### config.mk
export PLATFORM = sky130hd
export DESIGN_NAME = sorted_list_engine_top
export DESIGN_NICKNAME = d
export VERILOG_FILES = /design/src/rtl/core/sle_pkg.sv /design/src/rtl/core/sle_mem.sv /design/src/rtl/core/sorted_list_engine_top.sv
export SDC_FILE = /design/constraint.sdc
export NUM_CORES = 2
export LEC_CHECK = 0
export BUFFER_PORTS_ARGS = -buffer_cell sky130_fd_sc_hd__buf_2
export CAP_MARGIN = 20
export CELL_PAD_IN_SITES_DETAIL_PLACEMENT = 0
export CELL_PAD_IN_SITES_GLOBAL_PLACEMENT = 1
export CORE_MARGIN = 2
export CORE_UTILIZATION = 35
export DETAILED_ROUTE_END_ITERATION = 16
export PLACE_DENSITY_LB_ADDON = 0.1
export SETUP_SLACK_MARGIN = 0.5
export SYNTH_ARGS = -nofsm -noshare
export SYNTH_HDL_FRONTEND = slang
export SYNTH_SLANG_ARGS = --single-unit
### constraint.sdc
create_clock -name clk -period 6.8 [get_ports clk]
set_input_delay 1.36 -clock clk [delete_from_list [all_inputs] [get_ports clk]]
set_output_delay 1.36 -clock clk [all_outputs]
set_load 0.02 [all_outputs]
### src/rtl/core/sle_pkg.sv
`timescale 1ns / 1ps
// ----------------------------------------------------------------------------
// sle_pkg
// shared types and codes for the sorted list engine
// ----------------------------------------------------------------------------
package sle_pkg;

	localparam int DEFAULT_CAPACITY = 64;

	localparam int FUNC_W   = 2;
	localparam int VALUE_W  = 32;
	localparam int STATUS_W = 2;
	localparam int POS_W    = 6;
	localparam int FILL_W   = 7;

	typedef enum logic [FUNC_W-1:0] {
		FN_INSERT = 2'd0,
		FN_DELETE = 2'd1,
		FN_SEARCH = 2'd2
	} func_t;

	typedef enum logic [STATUS_W-1:0] {
		STS_OK        = 2'd0,
		STS_NOT_FOUND = 2'd1,
		STS_FULL      = 2'd2
	} status_t;

	typedef enum logic [2:0] {
		ST_IDLE,
		ST_SCAN,
		ST_DEL,
		ST_INS,
		ST_OUT
	} state_t;

endpackage

### src/rtl/core/sle_mem.sv
`timescale 1ns / 1ps
// ----------------------------------------------------------------------------
// sle_mem
// value store, one write port and one registered read port
// ----------------------------------------------------------------------------
module sle_mem #(
	parameter int DEPTH = sle_pkg::DEFAULT_CAPACITY,
	parameter int AW    = $clog2(DEPTH)
) (
	input  logic                              clk,
	input  logic                              we,
	input  logic [AW-1:0]                     waddr,
	input  logic signed [sle_pkg::VALUE_W-1:0] wdata,
	input  logic [AW-1:0]                     raddr,
	output logic signed [sle_pkg::VALUE_W-1:0] rdata
);

	logic signed [sle_pkg::VALUE_W-1:0] mem_q [DEPTH];

	always_ff @(posedge clk) begin
		if (we) begin
			mem_q[waddr] <= wdata;
		end
	end

	always_ff @(posedge clk) begin
		rdata <= mem_q[raddr];
	end

endmodule

### src/rtl/core/sorted_list_engine_top.sv
`timescale 1ns / 1ps
// operation: the scan steps up from rank 0 to the first entry not below the value; a delete
//   hit then pulls later entries down and an insert pushes entries from the top up to it and
//   writes the value there; a full insert and an unused func go straight to the result
// words: one at a time; the next word is taken the cycle after the result is loaded
// reset: arst_n clears the state, the count and out_valid only; other registers and store contents are not cleared
// ----------------------------------------------------------------------------
// sorted_list_engine_top
// ascending list of signed values with insert, delete and search
// ----------------------------------------------------------------------------
module sorted_list_engine_top #(
	parameter int CAPACITY = sle_pkg::DEFAULT_CAPACITY
) (
	input  logic                               clk,
	input  logic                               arst_n,
	input  logic                               in_valid,
	output logic                               in_stall,
	input  logic [sle_pkg::FUNC_W-1:0]         func,
	input  logic signed [sle_pkg::VALUE_W-1:0] value,
	output logic                               out_valid,
	input  logic                               out_stall,
	output logic [sle_pkg::STATUS_W-1:0]       status,
	output logic [sle_pkg::POS_W-1:0]          position,
	output logic [sle_pkg::FILL_W-1:0]         fill
);

	localparam int AW = $clog2(CAPACITY);
	localparam int CW = $clog2(CAPACITY + 1);

	sle_pkg::state_t state_q, state_d;
	logic [CW-1:0] idx_q, idx_d;
	logic [CW-1:0] k_q, k_d;
	logic [CW-1:0] count_q, count_d;
	logic [sle_pkg::FUNC_W-1:0] func_q, func_d;
	logic signed [sle_pkg::VALUE_W-1:0] value_q, value_d;
	sle_pkg::status_t res_status_q, res_status_d;
	logic [CW-1:0] res_pos_q, res_pos_d;

	logic out_valid_q;
	logic [sle_pkg::STATUS_W-1:0] status_q;
	logic [sle_pkg::POS_W-1:0] position_q;
	logic [sle_pkg::FILL_W-1:0] fill_q;
	logic out_load;
	logic out_free;

	logic mem_we;
	logic [AW-1:0] mem_waddr;
	logic signed [sle_pkg::VALUE_W-1:0] mem_wdata;
	logic [AW-1:0] mem_raddr;
	logic signed [sle_pkg::VALUE_W-1:0] mem_rdata;

	logic in_range;
	logic less;
	logic equal;
	logic found;

	sle_mem #(
		.DEPTH (CAPACITY),
		.AW    (AW)
	) u_mem (
		.clk   (clk),
		.we    (mem_we),
		.waddr (mem_waddr),
		.wdata (mem_wdata),
		.raddr (mem_raddr),
		.rdata (mem_rdata)
	);

	assign in_range = idx_q < count_q;
	assign less     = mem_rdata < value_q;
	assign equal    = mem_rdata == value_q;
	assign found    = in_range && equal;
	assign out_free = !out_valid_q || !out_stall;

	always_comb begin
		state_d      = state_q;
		idx_d        = idx_q;
		k_d          = k_q;
		count_d      = count_q;
		func_d       = func_q;
		value_d      = value_q;
		res_status_d = res_status_q;
		res_pos_d    = res_pos_q;
		mem_we       = 1'b0;
		mem_waddr    = AW'(idx_q);
		mem_wdata    = mem_rdata;
		mem_raddr    = '0;
		out_load     = 1'b0;
		case (state_q)
			sle_pkg::ST_IDLE: begin
				if (in_valid) begin
					func_d    = func;
					value_d   = value;
					idx_d     = '0;
					res_pos_d = '0;
					case (func)
						sle_pkg::FN_INSERT: begin
							if (count_q == CW'(CAPACITY)) begin
								res_status_d = sle_pkg::STS_FULL;
								state_d      = sle_pkg::ST_OUT;
							end else begin
								state_d = sle_pkg::ST_SCAN;
							end
						end
						sle_pkg::FN_DELETE, sle_pkg::FN_SEARCH: begin
							state_d = sle_pkg::ST_SCAN;
						end
						default: begin
							res_status_d = sle_pkg::STS_NOT_FOUND;
							state_d      = sle_pkg::ST_OUT;
						end
					endcase
				end
			end
			sle_pkg::ST_SCAN: begin
				mem_raddr = AW'(idx_q + CW'(1));
				if (in_range && less) begin
					idx_d = idx_q + CW'(1);
				end else begin
					k_d = idx_q;
					case (func_q)
						sle_pkg::FN_SEARCH: begin
							res_status_d = found ? sle_pkg::STS_OK : sle_pkg::STS_NOT_FOUND;
							res_pos_d    = found ? idx_q : '0;
							state_d      = sle_pkg::ST_OUT;
						end
						sle_pkg::FN_DELETE: begin
							if (found) begin
								state_d = sle_pkg::ST_DEL;
							end else begin
								res_status_d = sle_pkg::STS_NOT_FOUND;
								state_d      = sle_pkg::ST_OUT;
							end
						end
						sle_pkg::FN_INSERT: begin
							mem_raddr = AW'(count_q - CW'(1));
							idx_d     = count_q;
							state_d   = sle_pkg::ST_INS;
						end
						default: begin
							res_status_d = sle_pkg::STS_NOT_FOUND;
							state_d      = sle_pkg::ST_OUT;
						end
					endcase
				end
			end
			sle_pkg::ST_DEL: begin
				// pull each later value down by one place
				if ((idx_q + CW'(1)) < count_q) begin
					mem_we    = 1'b1;
					mem_wdata = mem_rdata;
					mem_raddr = AW'(idx_q + CW'(2));
					idx_d     = idx_q + CW'(1);
				end else begin
					count_d      = count_q - CW'(1);
					res_status_d = sle_pkg::STS_OK;
					state_d      = sle_pkg::ST_OUT;
				end
			end
			sle_pkg::ST_INS: begin
				// push values from the top up by one place, then drop in the new one
				mem_we = 1'b1;
				if (idx_q > k_q) begin
					mem_wdata = mem_rdata;
					mem_raddr = AW'(idx_q - CW'(2));
					idx_d     = idx_q - CW'(1);
				end else begin
					mem_wdata    = value_q;
					count_d      = count_q + CW'(1);
					res_status_d = sle_pkg::STS_OK;
					state_d      = sle_pkg::ST_OUT;
				end
			end
			sle_pkg::ST_OUT: begin
				if (out_free) begin
					out_load = 1'b1;
					state_d  = sle_pkg::ST_IDLE;
				end
			end
			default: begin
				state_d = sle_pkg::ST_IDLE;
			end
		endcase
	end

	always_ff @(posedge clk or negedge arst_n) begin
		if (!arst_n) begin
			state_q     <= sle_pkg::ST_IDLE;
			count_q     <= '0;
			out_valid_q <= 1'b0;
		end else begin
			state_q <= state_d;
			count_q <= count_d;
			if (out_load) begin
				out_valid_q <= 1'b1;
			end else if (!out_stall) begin
				out_valid_q <= 1'b0;
			end
		end
	end

	always_ff @(posedge clk) begin
		idx_q        <= idx_d;
		k_q          <= k_d;
		func_q       <= func_d;
		value_q      <= value_d;
		res_status_q <= res_status_d;
		res_pos_q    <= res_pos_d;
		if (out_load) begin
			status_q   <= res_status_q;
			position_q <= sle_pkg::POS_W'(res_pos_q);
			fill_q     <= sle_pkg::FILL_W'(count_q);
		end
	end

	assign in_stall  = state_q != sle_pkg::ST_IDLE;
	assign out_valid = out_valid_q;
	assign status    = status_q;
	assign position  = position_q;
	assign fill      = fill_q;

endmodule
Word-level counts from Yosys, hierarchy flattened
Memories as Yosys holds them, arrays and structs flattened. A register that Yosys moved wholly into a read port is not among the register bits.
Index checks and enable logic that the tools add are counted.
Word-level totals
  register bits: 82
  memory bits (writable): 2048
  bits of input ports: 38
  output and inout bits: 17
  memories: 1
Memories
  u_mem.mem_q: depth 64, width 32, read ports 1, clocked after Yosys merged registers in 1, write ports 1, line sle_mem.sv:18  | logic signed [sle_pkg::VALUE_W-1:0] mem_q [DEPTH];
Cells by class
  $add $sub $neg: 6
  magnitude comparators: 4
  equal/unequal tests: 24
  muxes and demuxes: 48
  bitwise logic cells: 1
  reduce and logical (&&, ||, !) cells: 20
Operators by type and width (count)
  32-bit two-way mux: 2
  7-bit two-way mux: 7
  6-bit two-way mux: 7
  32-bit equality test: 1
  32-bit < comparator: 1
  7-bit one-hot mux with 4 select lines: 1
  3-bit two-way mux: 7
  2-bit inequality test, second input constant: 9
  6-bit one-hot mux with 3 select lines: 1
  3-bit one-hot mux with 5 select lines: 1
  7-bit by 1-bit adder with 7-bit output, second input constant: 2
  7-bit < comparator: 2
  7-bit one-hot mux with 2 select lines: 1
  7-bit by 1-bit subtractor with 7-bit output, second input constant: 2
  2-bit two-way mux: 6
  3-bit one-hot mux with 2 select lines: 2
  6-bit one-hot mux with 2 select lines: 1
  5-bit AND reduction: 2
  9-bit AND reduction: 1
  1-bit two-way mux: 8
  2-bit one-hot mux with 4 select lines: 1
  7-bit equality test, second input constant: 1
  7-bit greater-than comparator: 1
  6-bit by 2-bit adder with 6-bit output, second input constant: 1
  other kinds (25): 35

Longest topological paths before layout
  depth in word-level cells: 6
  depth in mapped cells: 20

Modules after synthesis
From an unflattened synthesis, not the netlist that was laid out.
Unflattened totals
  cell total of the unflattened synthesis: 3865
  area total of the unflattened synthesis: 83871.7 um^2
Modules (own cells, without submodules)
  sle_mem: times used 1, cells an instance 3324, area each 78515.3 um^2, sequential area each 62139.6 um^2
  sorted_list_engine_top: times used 1, cells an instance 541, area each 5356.4 um^2, sequential area each 2407.3 um^2

Worst setup path after synthesis
No wires, ideal clock.
  path type: register -> register
  start: register idx_q[1]
  end: memory u_mem.mem_q[0][31] in the netlist's numbering, data pin
  library setup time: 702 ps
  arrival: 4626 ps
  data required time: 6098 ps
  slack: 1472 ps
  cell stages (with the launch flop): 10
  buffers on the path: 2
  period minus slack after synthesis: 5328 ps
  path through: edfxtp_1 > ha_1 > nor2b_1 > o21a_1 > o21a_1 > o31a_1 > nand2b_1 > clkbuf_1 > clkbuf_1 > o21ai_0
Between the ends
  longest elaborated chain between the ends: 3
Ends and longest elaborated chain
  start, declared: line sorted_list_engine_top.sv:31  | logic [CW-1:0] idx_q, idx_d;
  start signal, assigned: line sorted_list_engine_top.sv:203  | idx_q <= idx_d;
  7-bit greater-than comparator: line sorted_list_engine_top.sv:163  | if (idx_q > k_q) begin
  32-bit two-way mux: line sorted_list_engine_top.sv:163
  32-bit two-way mux
  net mem_wdata (one bit): line sorted_list_engine_top.sv:48  | logic signed [sle_pkg::VALUE_W-1:0] mem_wdata;
  end, declared: line sle_mem.sv:18
The timed path passes the listed nets, and every way through them passes these cells.

Worst setup path in the final report
  start: register u_mem.rdata[11] in the netlist's numbering (read register of u_mem.mem_q)
  end: register u_mem.rdata[31] in the netlist's numbering (read register of u_mem.mem_q)
Between the ends
  longest elaborated chain between the ends: 4
Ends and longest elaborated chain
  start, declared: line sle_mem.sv:15  | output logic signed [sle_pkg::VALUE_W-1:0] rdata
  32-bit < comparator: line sorted_list_engine_top.sv:70  | assign less = mem_rdata < value_q;
  1-bit logical AND: line sorted_list_engine_top.sv:117  | if (in_range && less) begin
  6-bit two-way mux: line sorted_list_engine_top.sv:117
  6-bit one-hot mux with 3 select lines: line sorted_list_engine_top.sv:89  | case (state_q)
No other way between the ends.
A chain may end at the register's enable or synchronous reset.

==> summary.md <==
| Metric | Value |
|---|---|
| RD Place Congestion | 0.811 |
| Min-Delay Path Class | primary input to async pin |
| Drt first-iter violations | 6,316 |
| PwrDens | 434 nW/um^2 |
| Number of primary I/O pins | 55 |
| Vertical die dimension | 504 um |
| Multiplexer fraction of the synthesized cell area | 0.0118 |
| Largest driver fanout on the critical path | 41 |
| Placed Area | 95,200 um^2 |
| Register bit total from synthesis | 2,162 |
| Main flop type after synthesis | sky130_fd_sc_hd__edfxtp_1 |
| RSZ-0062 raised after global routing | true |
| Dominant delay contributor by cell family on the critical path | compound AO/OA/AOI/OAI gates |
| Critical path cell sequence | ha_1 > and4_1 > a221oi_1 > o211ai_1 > and3_1 > o311ai_0 > nand3_4 > buf_12 > a211oi_1 > o32ai_1 > o31ai_1 > nand4_1 |
| Net Sw Frac | 0.373 |
| Share of the clock period used by the worst path after layout | 0.934 |
| Crit path buffers/inverters | 1 |
| Clock tree root driver cell | sky130_fd_sc_hd__clkbuf_16 |
| Worst-margin pin slew | 1130 ps |
| Post-detailed-route via-to-cell ratio | roughly 5.9 |
| Routed length per placed instance | 33.5 um |
| Setup crit start | u_mem.rdata[11] |
| Insertion delay of the later-clocked pin in the worst-skew pair | 880 ps |
| Final setup violating endpoints | 0 |
| Run status | finished clean |
| Synth top area share | 0.727 |
| Cell variety after synth | 63 |
| Synthesized netlist cell count | 5,838 |
| TritonCTS clock tree | done |
| Cells on worst reg2reg path | 12 |
| Switching power | roughly 17 mW |
| Number of warnings reported in the yosys synthesis log | 0 |
| Main combinational cell family by area after synthesis | compound AO/OA/AOI/OAI gates |
| Part of the Yosys area used for sequential elements | 0.738 |
| Site row count | approximately 180 |
| Maximum buffer depth of the clock tree | 3 |
| Sinks on Clock Net | 2,162 |
| Cell area after layout | 103,000 um^2 |
| Crit path kind | flip-flop to flip-flop |
| Adder-cell area share of the yosys netlist | 0.00901 |
| Fin. Hold Viols | 0 |
| Post-route DRC | 0 |
| Number of buffers added on ports | 54 |
| Max Cap Violations | 0 |
| Post-layout net count | 6,124 |
| Non-filler cells in the finished layout | 9,562 |
| Total die area | 254,000 um^2 |
| Total instance count after detailed placement | 9,111 |
| Worst endpoint required time | between 7000 and 8000 ps |
| Aggregate routed wire length | 321,000 um |
| Simple-gate share of the synthesized area | 0.0779 |
| Count of flip-flops with a built-in enable after synthesis | 2,119 |
| Horizontal die dimension | 504 um |
| Max-slew violations | 0 |
| Effective utilization at floorplan | 0.352 |
| CTS H-tree lvls | 4 |
| Layout overhead on the synthesized area | 17.2% |
| Combinational power share | 0.334 |
| Post-DRT Antenna Nets | 0 |
| Core Area | 249,000 um^2 |
| Pre-Repair DR Iteration Count | 6 |
| Capturing point of the worst reg2reg path | u_mem.rdata[31] |
| Synthesized-area fraction occupied by xor and xnor cells | 0.00210 |
| Post-synthesis cell area | 87,500 um^2 |
| Worst clock skew | 36.4 ps |
| Clock transition at the register clock pins on the worst setup and hold paths after CTS | 70 ps |
| Worst-path cell with the longest stage delay | sky130_fd_sc_hd__dfxtp_1 |
| Largest net degree at the start of global routing | 147 |
| Cts bufs inserted | about 230 |
| Ys async rst share | 0.00509 |
| Clock share of power | 0.275 |
| Met2 Usage GRT | 0.382 |
| Leading post-synthesis cells by cell area | sky130_fd_sc_hd__edfxtp_1, sky130_fd_sc_hd__a221oi_1, sky130_fd_sc_hd__nand2_1, sky130_fd_sc_hd__and2_1, sky130_fd_sc_hd__a211oi_1 |
| Critical path startpoint category | flip-flop |
| Fraction of met3 tracks used by global routing | 0.0320 |
| Crit-path max cell delay | 770 ps |
| Number of global-route vias before repair | around 54,000 |
| Critical Path End Type | flip-flop |
| Signal arrival time at the worst endpoint | 6920 ps |
| Internal Power | about 28 mW |
| Static leakage | 31.9 nW |
| Proportion of power drawn by flip-flops and latches | 0.391 |
| Residual overflow from global routing | 0 |
| Relative slew slack | 0.239 |
| Met1 Usage GRT | 0.369 |
| Mean instance size in the synthesized netlist | 15.0 um^2 |
| Via count | 56,300 |
| Register-to-register path setup slack | approximately 450 ps |
| Layer with the highest usage after global routing | met2 |
| Fraction of final layout cells with drive strength greater than 1 | 0.146 |
| Fraction of the mapped netlist area in compound gates | 0.136 |
| Cell accounting for the most synthesized area | sky130_fd_sc_hd__edfxtp_1 |
| Launch point of the worst reg-to-reg path | u_mem.rdata[11] |
| Tot GR Track Use | 0.247 |
| Detailed placement HPWL | 177,000 um |
| Number of antenna violations at the first check in global routing | 15 |
| Top-count cell post-synth | sky130_fd_sc_hd__edfxtp_1 |
| Minimum clock period after layout | 6350 ps |
| Worst-case vdd ir drop | 0.247 mV |
| First-pass GRT wire length | roughly 450,000 um |
| Maximum clock frequency | 0.157 GHz |
| Post-synth top cells | sky130_fd_sc_hd__edfxtp_1, sky130_fd_sc_hd__nand2_1, sky130_fd_sc_hd__a221oi_1 |
| Post-synthesis net count | between 5,000 and 6,000 |
## routing by layer
layer	vias to the layer above	wire length [um]
met5	-	15
met4	2	6380
met3	371	19500
met2	2087	146000
met1	29900	149000
li1	23900	-
## cell usage in the layout, fill, tap and decap left out, types with 61 or more instances in the layout
master,n
sky130_fd_sc_hd__clkbuf_1,74
sky130_fd_sc_hd__o31a_1,73
sky130_fd_sc_hd__and4_1,94
sky130_fd_sc_hd__buf_12,97
sky130_fd_sc_hd__and2_1,356
sky130_fd_sc_hd__buf_4,295
sky130_fd_sc_hd__nor2_4,68
sky130_fd_sc_hd__clkbuf_16,237
sky130_fd_sc_hd__a221oi_1,449
sky130_fd_sc_hd__a311oi_1,193
sky130_fd_sc_hd__mux2i_1,99
sky130_fd_sc_hd__edfxtp_1,2119
sky130_fd_sc_hd__o31ai_1,61
sky130_fd_sc_hd__o41ai_1,81
sky130_fd_sc_hd__a21oi_1,290
sky130_fd_sc_hd__nand2_1,714
sky130_fd_sc_hd__a211oi_1,260
sky130_fd_sc_hd__ha_1,63
## flip-flops by register name, indices dropped and copies added, names as in the netlist, 3 cells and up
| register | cells |
|---|---|
| idx_q | 7 |
| count_q | 7 |
| u_mem.rdata | 32 |
| value_q | 32 |
| k_q | 7 |
| res_pos_q | 6 |
| position | 6 |
| fill | 7 |
| state_q | 3 |
| u_mem.mem_q | 2048 |
## power by group through the flow
stage | Sequential, mW | Clock (mW) | Combinational [mW]
after floorplan | 17.8 | 0 | 7.24
after global placement | 17.7 | 0 | 14.7
after detailed placement | 17.7 | 0 | 14.8
after CTS | 17.4 | 12.5 | 14.9
after global routing | 17.4 | 13.0 | 15.8
final | 17.4 | 12.2 | 14.9
## cell families after synthesis
kind of cell,after synthesis
DFF,2162
and+or+nand+nor,1378
xor gates and xnor gates,21
muxes,103
buffers and inverters,556
AOI/OAI and AO/OA,1555
adders and majority gates,63
## area by class of cell
cell class | instances | area (um^2)
fill | 22700 | 146000
sequential | 2162 | 64500
multi-input combinational | 3120 | 21900
clock buffer | 315 | 6260
timing repair buffer | 451 | 4520
tap | 3330 | 4170
clock inverter | 119 | 953
inverter | 55 | 206
antenna | 10 | 25.0
## worst max path at each step
stage	slack, ps	to	cells past startpoint
4_1_cts	590	u_mem.rdata[15]	14
6_report	450	u_mem.rdata[31]	12
2_1_floorplan	1470	u_mem.mem_q[0][31]	9
3_5_place_dp	20	u_mem.rdata[31]	12
5_1_grt	400	u_mem.rdata[31]	16
3_3_place_gp	-370	u_mem.rdata[1]	12
## per-stage QoR
stage	hold WS, ps	setup TNS (ps)	total power [mW]	utilization	setup slack [ps]
2_1_floorplan	400	0	25.0	-	1470
3_3_place_gp	404	-582	32.4	0.382	-370
3_5_place_dp	405	0	32.5	0.383	21.8
4_1_cts	334	0	44.8	0.412	587
5_1_grt	365	0	46.2	0.412	404
6_report	392	0	44.5	0.412	447
## repair_timing
action | CTS | global route
buffers inserted | 4 | 0
cloned | 0 | 0
pin swaps | 1 | 0
hold buffers | 0 | 0
gates resized for setup | 1 | 3
endpoints found under the setup margin | 1 | 3
No activity file was read; power rests on OpenSTA's default activity.
